File: config.mk
export PLATFORM = sky130hd
export DESIGN_NAME = hsd_ctrl
export DESIGN_NICKNAME = d
export VERILOG_FILES = /design/src/hw/rtl/hsd_pkg.sv /design/src/hw/rtl/hsd_ctrl.sv
export SDC_FILE = /design/constraint.sdc
export NUM_CORES = 1
export LEC_CHECK = 0
export ABC_AREA = 1
export BUFFER_PORTS_ARGS = -buffer_cell sky130_fd_sc_hd__buf_4
export CAP_MARGIN = 25
export CORE_MARGIN = 1
export CORE_UTILIZATION = 45
export CTS_CLUSTER_SIZE = 8
export DETAILED_ROUTE_END_ITERATION = 8
export PLACE_DENSITY = 0.67
export SKIP_CTS_REPAIR_TIMING = 1
export SLEW_MARGIN = 0
export SYNTH_ARGS = -nofsm -noshare
export SYNTH_HDL_FRONTEND = slang
export SYNTH_SLANG_ARGS = --single-unit
export TNS_END_PERCENT = 5
File: constraint.sdc
create_clock -name clock -period 2 [get_ports clock]
set_clock_uncertainty 0.2 [all_clocks]
set_input_delay 0.1 -clock clock [delete_from_list [all_inputs] [get_ports clock]]
set_output_delay 0.1 -clock clock [all_outputs]
set_load 0.01 [all_outputs]
File: src/hw/rtl/hsd_pkg.sv
// Shared types, constants and the CORDIC arctangent table of the Hall sine drive.
package hsd_pkg;

   localparam int ADC_W      = 12;
   localparam int ANG_W      = 16;
   localparam int SPD_W      = 20;
   localparam int CMP_W      = 16;
   localparam int MOD_W      = 16;
   localparam int PER_W      = 17;
   localparam int GAIN_W     = 24;
   localparam int CSR_IDX_W  = 4;
   localparam int CSR_DATA_W = 24;
   localparam int STEP_W     = 5;
   localparam int CORDIC_STEPS = 24;
   localparam int PI_DIVIDE  = 20;
   localparam int LANES      = 3;

   // Register indexes of the configuration port.
   localparam logic [CSR_IDX_W-1:0] REG_SPEED_REF = 4'd0;
   localparam logic [CSR_IDX_W-1:0] REG_PROP_GAIN = 4'd1;
   localparam logic [CSR_IDX_W-1:0] REG_INT_GAIN  = 4'd2;
   localparam logic [CSR_IDX_W-1:0] REG_PWM_PER   = 4'd3;
   localparam logic [CSR_IDX_W-1:0] REG_REVERSE   = 4'd4;
   localparam logic [CSR_IDX_W-1:0] REG_OFFSET_A  = 4'd5;
   localparam logic [CSR_IDX_W-1:0] REG_OFFSET_B  = 4'd6;
   localparam logic [CSR_IDX_W-1:0] REG_OFFSET_C  = 4'd7;

   // Datapath operations issued by the controller.
   typedef logic [4:0] op_type;
   localparam op_type OP_NONE    = 5'd0;
   localparam op_type OP_LOAD    = 5'd1;
   localparam op_type OP_SQX     = 5'd2;
   localparam op_type OP_MAG     = 5'd3;
   localparam op_type OP_VINIT   = 5'd4;
   localparam op_type OP_VSTEP   = 5'd5;
   localparam op_type OP_ANGLE   = 5'd6;
   localparam op_type OP_PRIME   = 5'd7;
   localparam op_type OP_SPEED   = 5'd8;
   localparam op_type OP_RAW     = 5'd9;
   localparam op_type OP_FILT    = 5'd10;
   localparam op_type OP_FUPD    = 5'd11;
   localparam op_type OP_PI_ERR  = 5'd12;
   localparam op_type OP_PI_IMUL = 5'd13;
   localparam op_type OP_PI_INT  = 5'd14;
   localparam op_type OP_PI_PMUL = 5'd15;
   localparam op_type OP_PI_OUT  = 5'd16;
   localparam op_type OP_RINIT   = 5'd17;
   localparam op_type OP_RSTEP   = 5'd18;
   localparam op_type OP_ZERO    = 5'd19;
   localparam op_type OP_MUL1    = 5'd20;
   localparam op_type OP_MUL2    = 5'd21;
   localparam op_type OP_MUL3    = 5'd22;
   localparam op_type OP_OUT     = 5'd23;

   typedef struct packed {
      op_type            op;
      logic [STEP_W-1:0] step;
   } cmd_type;

   typedef struct packed {
      logic vec_ok;
      logic primed;
      logic pi_due;
   } status_type;

   localparam logic signed [31:0] MAG_MIN      = 32'sd14400;
   localparam logic signed [15:0] SQRT3_Q14    = 16'sd28378;
   localparam logic signed [14:0] SPD_SCALE    = 15'sd9375;
   localparam logic signed [14:0] ALPHA_Q16    = 15'sd7864;
   localparam logic signed [50:0] MOD_MIN      = 51'sd343597384;
   localparam logic signed [50:0] MOD_MAX      = 51'sd3435973837;
   localparam logic signed [50:0] INTEG_MAX    = 51'sd549755813887;
   localparam logic signed [50:0] INTEG_MIN    = -51'sd549755813888;
   localparam logic signed [36:0] DUTY_MID     = 37'sd2147483648;
   localparam logic signed [36:0] DUTY_LO      = 37'sd85899346;
   localparam logic signed [36:0] DUTY_HI      = 37'sd4209067950;
   localparam logic [31:0]        THIRD_TURN   = 32'd1431655765;
   localparam logic [31:0]        QUARTER_FWD  = 32'h4000_0000;
   localparam logic [31:0]        QUARTER_REV  = 32'hC000_0000;
   localparam logic [31:0]        HALF_TURN    = 32'h8000_0000;
   localparam logic signed [33:0] GAIN_INV     = 34'sd652032875;
   localparam logic [PER_W-1:0]   PER_MAX      = 17'd65536;
   localparam logic signed [SPD_W-1:0] SPD_OUT_MAX = 20'sd524287;
   localparam logic signed [SPD_W-1:0] SPD_OUT_MIN = -20'sd524288;

   localparam logic signed [15:0]  SPEED_REF_RST = 16'sd400;
   localparam logic [GAIN_W-1:0]   PROP_GAIN_RST = 24'd1503239;
   localparam logic [GAIN_W-1:0]   INT_GAIN_RST  = 24'd6442;
   localparam logic [ADC_W-1:0]    OFFSET_RST    = 12'd1241;
   localparam logic signed [39:0]  INTEG_RST     = 40'sd343597384;
   localparam logic [MOD_W-1:0]    MOD_RST       = 16'd5243;

   // Arctangent of 2^-i in 32-bit turns.
   function automatic logic [31:0] atan_turn(input logic [STEP_W-1:0] i);
      logic [31:0] v;
      unique case (i)
         5'd0:  v = 32'h20000000;
         5'd1:  v = 32'h12E4051E;
         5'd2:  v = 32'h09FB385B;
         5'd3:  v = 32'h051111D4;
         5'd4:  v = 32'h028B0D43;
         5'd5:  v = 32'h0145D7E1;
         5'd6:  v = 32'h00A2F61E;
         5'd7:  v = 32'h00517C55;
         5'd8:  v = 32'h0028BE53;
         5'd9:  v = 32'h00145F2F;
         5'd10: v = 32'h000A2F98;
         5'd11: v = 32'h000517CC;
         5'd12: v = 32'h00028BE6;
         5'd13: v = 32'h000145F3;
         5'd14: v = 32'h0000A2FA;
         5'd15: v = 32'h0000517D;
         5'd16: v = 32'h000028BE;
         5'd17: v = 32'h0000145F;
         5'd18: v = 32'h00000A30;
         5'd19: v = 32'h00000518;
         5'd20: v = 32'h0000028C;
         5'd21: v = 32'h00000146;
         5'd22: v = 32'h000000A3;
         5'd23: v = 32'h00000051;
         default: v = 32'h0;
      endcase
      return v;
   endfunction

endpackage

File: src/hw/rtl/hsd_ctrl.sv
// Sequencer that steps the datapath through one control tick.
module hsd_ctrl (
   input  logic                clock,
   input  logic                reset,
   input  logic                req_valid,
   output logic                req_ready,
   output logic                rsp_valid,
   input  logic                rsp_ready,
   input  hsd_pkg::status_type status,
   output hsd_pkg::cmd_type    cmd
);
   import hsd_pkg::*;

   localparam logic [4:0] S_IDLE    = 5'd0;
   localparam logic [4:0] S_SQX     = 5'd1;
   localparam logic [4:0] S_MAG     = 5'd2;
   localparam logic [4:0] S_CHECK   = 5'd3;
   localparam logic [4:0] S_VINIT   = 5'd4;
   localparam logic [4:0] S_VSTEP   = 5'd5;
   localparam logic [4:0] S_ANGLE   = 5'd6;
   localparam logic [4:0] S_PRIME   = 5'd7;
   localparam logic [4:0] S_SPEED   = 5'd8;
   localparam logic [4:0] S_RAW     = 5'd9;
   localparam logic [4:0] S_FILT    = 5'd10;
   localparam logic [4:0] S_FUPD    = 5'd11;
   localparam logic [4:0] S_PI_ERR  = 5'd12;
   localparam logic [4:0] S_PI_IMUL = 5'd13;
   localparam logic [4:0] S_PI_INT  = 5'd14;
   localparam logic [4:0] S_PI_PMUL = 5'd15;
   localparam logic [4:0] S_PI_OUT  = 5'd16;
   localparam logic [4:0] S_RINIT   = 5'd17;
   localparam logic [4:0] S_RSTEP   = 5'd18;
   localparam logic [4:0] S_ZERO    = 5'd19;
   localparam logic [4:0] S_MUL1    = 5'd20;
   localparam logic [4:0] S_MUL2    = 5'd21;
   localparam logic [4:0] S_MUL3    = 5'd22;
   localparam logic [4:0] S_OUT     = 5'd23;

   localparam logic [STEP_W-1:0] LAST_STEP = STEP_W'(CORDIC_STEPS - 1);

   logic [4:0]        state_ff, state_in;
   logic [STEP_W-1:0] step_ff, step_in;
   logic              rsp_valid_ff, rsp_valid_in;
   logic              out_free;

   assign req_ready = (state_ff == S_IDLE);
   assign rsp_valid = rsp_valid_ff;
   assign out_free  = !rsp_valid_ff || rsp_ready;

   always_comb begin
      state_in     = state_ff;
      step_in      = step_ff;
      rsp_valid_in = rsp_valid_ff && !rsp_ready;
      cmd.op       = OP_NONE;
      cmd.step     = step_ff;
      unique case (state_ff)
         S_IDLE: begin
            if (req_valid) begin
               cmd.op   = OP_LOAD;
               state_in = S_SQX;
            end
         end
         S_SQX:   begin cmd.op = OP_SQX; state_in = S_MAG; end
         S_MAG:   begin cmd.op = OP_MAG; state_in = S_CHECK; end
         S_CHECK: begin state_in = status.vec_ok ? S_VINIT : S_ZERO; end
         S_VINIT: begin
            cmd.op   = OP_VINIT;
            step_in  = '0;
            state_in = S_VSTEP;
         end
         S_VSTEP: begin
            cmd.op = OP_VSTEP;
            if (step_ff == LAST_STEP) begin
               step_in  = '0;
               state_in = S_ANGLE;
            end else begin
               step_in = step_ff + 1'b1;
            end
         end
         S_ANGLE: begin cmd.op = OP_ANGLE; state_in = status.primed ? S_SPEED : S_PRIME; end
         S_PRIME: begin cmd.op = OP_PRIME; state_in = S_ZERO; end
         S_SPEED: begin cmd.op = OP_SPEED; state_in = S_RAW; end
         S_RAW:   begin cmd.op = OP_RAW; state_in = S_FILT; end
         S_FILT:  begin cmd.op = OP_FILT; state_in = S_FUPD; end
         S_FUPD:  begin cmd.op = OP_FUPD; state_in = status.pi_due ? S_PI_ERR : S_RINIT; end
         S_PI_ERR:  begin cmd.op = OP_PI_ERR; state_in = S_PI_IMUL; end
         S_PI_IMUL: begin cmd.op = OP_PI_IMUL; state_in = S_PI_INT; end
         S_PI_INT:  begin cmd.op = OP_PI_INT; state_in = S_PI_PMUL; end
         S_PI_PMUL: begin cmd.op = OP_PI_PMUL; state_in = S_PI_OUT; end
         S_PI_OUT:  begin cmd.op = OP_PI_OUT; state_in = S_RINIT; end
         S_RINIT: begin
            cmd.op   = OP_RINIT;
            step_in  = '0;
            state_in = S_RSTEP;
         end
         S_RSTEP: begin
            cmd.op = OP_RSTEP;
            if (step_ff == LAST_STEP) begin
               step_in  = '0;
               state_in = S_MUL1;
            end else begin
               step_in = step_ff + 1'b1;
            end
         end
         S_ZERO: begin cmd.op = OP_ZERO; state_in = S_MUL1; end
         S_MUL1: begin cmd.op = OP_MUL1; state_in = S_MUL2; end
         S_MUL2: begin cmd.op = OP_MUL2; state_in = S_MUL3; end
         S_MUL3: begin cmd.op = OP_MUL3; state_in = S_OUT; end
         S_OUT: begin
            // The result register is loaded only once the previous transfer has gone out.
            if (out_free) begin
               cmd.op       = OP_OUT;
               rsp_valid_in = 1'b1;
               state_in     = S_IDLE;
            end
         end
         default: state_in = S_IDLE;
      endcase
   end

   always_ff @(posedge clock) begin
      if (reset) begin
         state_ff     <= S_IDLE;
         step_ff      <= '0;
         rsp_valid_ff <= 1'b0;
      end else begin
         state_ff     <= state_in;
         step_ff      <= step_in;
         rsp_valid_ff <= rsp_valid_in;
      end
   end

endmodule

==> out/summary.txt <==
MaxCap Viol Count -> 0
HPWL after DPL -> 2150 um
WP data arrival -> 1.58 ns
Die Span X -> 49.8 um
GRT Total Usage -> 23.8%
Yosys reg bits -> 11
Layout area overhead -> 18.3%
pin count of the biggest net entering global routing -> 12
final slew viol count -> 0
clk_lat worst skew -> 0.27 ns
Max stage delay cell, worst path -> dfxtp_1
1st-iter DRT viols -> 60
vias in the first global route -> 1,019
vias per cell -> 5.41
DRT antenna net count -> 0
CP delay by family, top -> simple AND/OR/NAND/NOR gates
failing checks -> negative hold slack
I/O pin cnt -> 19
endpoints failing setup -> 0
status -> complete, but fails checks
first-pass GRT wire length -> 4500 um
NumNets Final -> 199
Slew HR -> 76.8%
share of post-route cells with drive strength above 1 -> 26.8%
CP required -> 1.70 ns
Max clock buf depth -> 2
worst hold path class -> input pin to flip-flop
CTS tree -> yes
worst slew pin tran -> 0.348 ns
GRT overflow -> 0
core outline area -> 0.00206 mm^2
WHS Endpoint -> state_ff[3]
clk sinks -> 11
startpoint of the worst hold path -> status[1]
r2r endpoint -> state_ff[0]
worst hold path depth -> 3
Pwr Density -> 930 mW/mm^2
# rows -> 16
initial core utilization -> 49.9%
H-tree level count -> 1
Final Critical Period -> 1.88 ns
max incr delay on CP -> 0.53 ns
maximum VDD drop -> 0.648 mV
startpoint types -> flip-flop
Worst Setup End Kind -> output port
post-synth cell types -> 25
routed len/inst -> 12.2 um
Hold Vio Cnt, Final -> 1
Pleak -> 0.578 nW
Root Buffer -> clkbuf_4
die height -> 49.8 um
CP max FO -> 6
RSZ-0062 raised after global routing -> no
initial antenna violation count -> 0
Seq/Total Area, Yosys -> 21.4%
CP cell instances -> inv_2 -> nor2_1 -> nand2_1 -> nand4_1 -> nand2_1 -> nand3_1 -> buf_4
WP buf/inv -> 2
Die Footprint -> 0.00248 mm^2
Hold WS -> -0.0176 ns
antenna cells -> 0
# DRC -> 0
Layout Utilization -> 59.1%
DRT Wirelength -> 2650 um
WS Path Type -> flip-flop to output port
most frequent CP cell -> nand2_1
Crit Reg-Reg Startpoint -> state_ff[3]
YS warnings -> 0
post-synthesis net count -> 177
Syn Inst Count -> 169
fmax -> 532 MHz
Clk pin slew, worst setup/hold paths -> 0.07 ns
Final GP Congestion -> 1.03
Syn Area/Cell -> 6.09 um^2
DR vias -> 1,174
share of the clock period used by the worst path -> 94.0%
Worst R2R Setup Slack -> 0.33 ns
Worst Reg-to-Reg Cells -> 9
Num CTS Buffers -> 3
Synth Cell Area -> 0.00103 mm^2
Pre-Repair DR Iteration Count -> 4
# port buffers -> 18
final cells by class:
class	instances	area [um^2]
sequential	11	226
fill	199	843
clock buffer	4	26.3
multi-input combinational	136	698
timing repair buffer	22	170
tap	27	33.8
inverter	17	63.8
sequential cells by signal, summed over array words and instances, names as in the netlist:
name / cells
state_ff: 5
rsp_valid: 1
step_ff: 5
synthesized netlist by cell type:
cell | instances | area [um^2]
a211oi_1 | 1 | 7.51
a21boi_2 | 1 | 11.3
a21oi_1 | 9 | 45.0
a22oi_1 | 1 | 7.51
a41oi_1 | 1 | 8.76
buf_4 | 1 | 7.51
buf_6 | 3 | 33.8
dfxtp_1 | 11 | 220
dlygate4sd1_1 | 1 | 8.76
ha_1 | 1 | 12.5
inv_1 | 13 | 48.8
inv_2 | 4 | 15.0
nand2_1 | 49 | 184
nand2_2 | 7 | 43.8
nand2_4 | 3 | 33.8
nand3_1 | 21 | 105
nand3b_1 | 1 | 7.51
nand4_1 | 2 | 12.5
nor2_1 | 20 | 75.1
nor2_2 | 3 | 18.8
nor2_4 | 6 | 67.6
nor3_1 | 2 | 10.0
o21ai_0 | 6 | 30.0
o22ai_1 | 1 | 6.26
xor2_1 | 1 | 8.76
where the power goes:
part / internal, mW / switching (mW)
Combinational: 0.263 / 0.423
Sequential: 0.249 / 0.0461
Clock: 0.0772 / 0.0743
metal layers:
metal	routed length, um	part of all wire [%]	vias up	track usage [%]
met5	0	0	-	0
met4	23	0.87	0	3.33
met3	244	9.2	8	5.86
met2	1210	46	62	36.5
met1	1170	44	517	34.1
li1	-	-	587	-
cell families after synthesis:
family,after synthesis,share of synthesized area (%)
xor+xnor,1,0.851
buf+inv,22,11.1
flops,11,21.4
compound gates,20,11.3
fa+ha+maj,1,1.21
simple gates,114,54.2
metrics by stage:
step | area, um^2 | setup WS [ns] | power [mW] | instances | TNS [ns]
floorplan | 1030 | 0.518 | 0.788 | 169 | 0
CTS | 1190 | -0.0269 | 1.12 | 215 | -0.0269
finish | 1220 | 0.120 | 1.13 | 217 | 0
detailed placement | 1160 | 0.270 | 0.967 | 211 | 0
global route | 1220 | 0.0236 | 1.23 | 217 | 0
global placement | 1160 | 0.266 | 0.974 | 211 | 0
worst max path at each step:
stage	start	end	slack, ns	cells after the start
6_report	state_ff[3]	cmd[5]	0.12	7
5_1_grt	state_ff[3]	cmd[5]	0.02	7
4_1_cts	state_ff[2]	cmd[5]	-0.03	9
3_5_place_dp	state_ff[2]	state_ff[4]	0.27	8
3_3_place_gp	state_ff[2]	state_ff[2]	0.27	8
2_1_floorplan	step_ff[1]	state_ff[0]	0.52	9
placed cells by master (no fill, tap or decap):
cell type      netlist  layout
a211oi_1             1       1
a21boi_2             1       1
a21oi_1              9       9
a22oi_1              1       1
a41oi_1              1       1
buf_4                1      20
clkbuf_1             0       1
clkbuf_4             0       3
dfxtp_1             11       8
dfxtp_2              0       2
dfxtp_4              0       1
dlygate4sd3_1        0       2
ha_1                 1       1
inv_1               13      13
inv_2                4       4
nand2_1             49      49
nand2_2              7       7
nand2_4              3       3
nand3_1             21      21
nand3b_1             1       1
nand4_1              2       2
nor2_1              20      19
nor2_2               3       4
nor2_4               6       6
nor3_1               2       2
o21ai_0              6       6
o22ai_1              1       1
xor2_1               1       1
worst reg2reg max path: stages (launching register included):
cell,delay [ns]
dfxtp_1,0.53
inv_2,0.12
nand2_1,0.14
nor2_1,0.08
nand2_1,0.06
nand2_1,0.04
nor2_1,0.19
nand2_1,0.09
nand2_1,0.06
a21oi_1,0.05
Note: power is estimated with default switching activity, not from simulation.
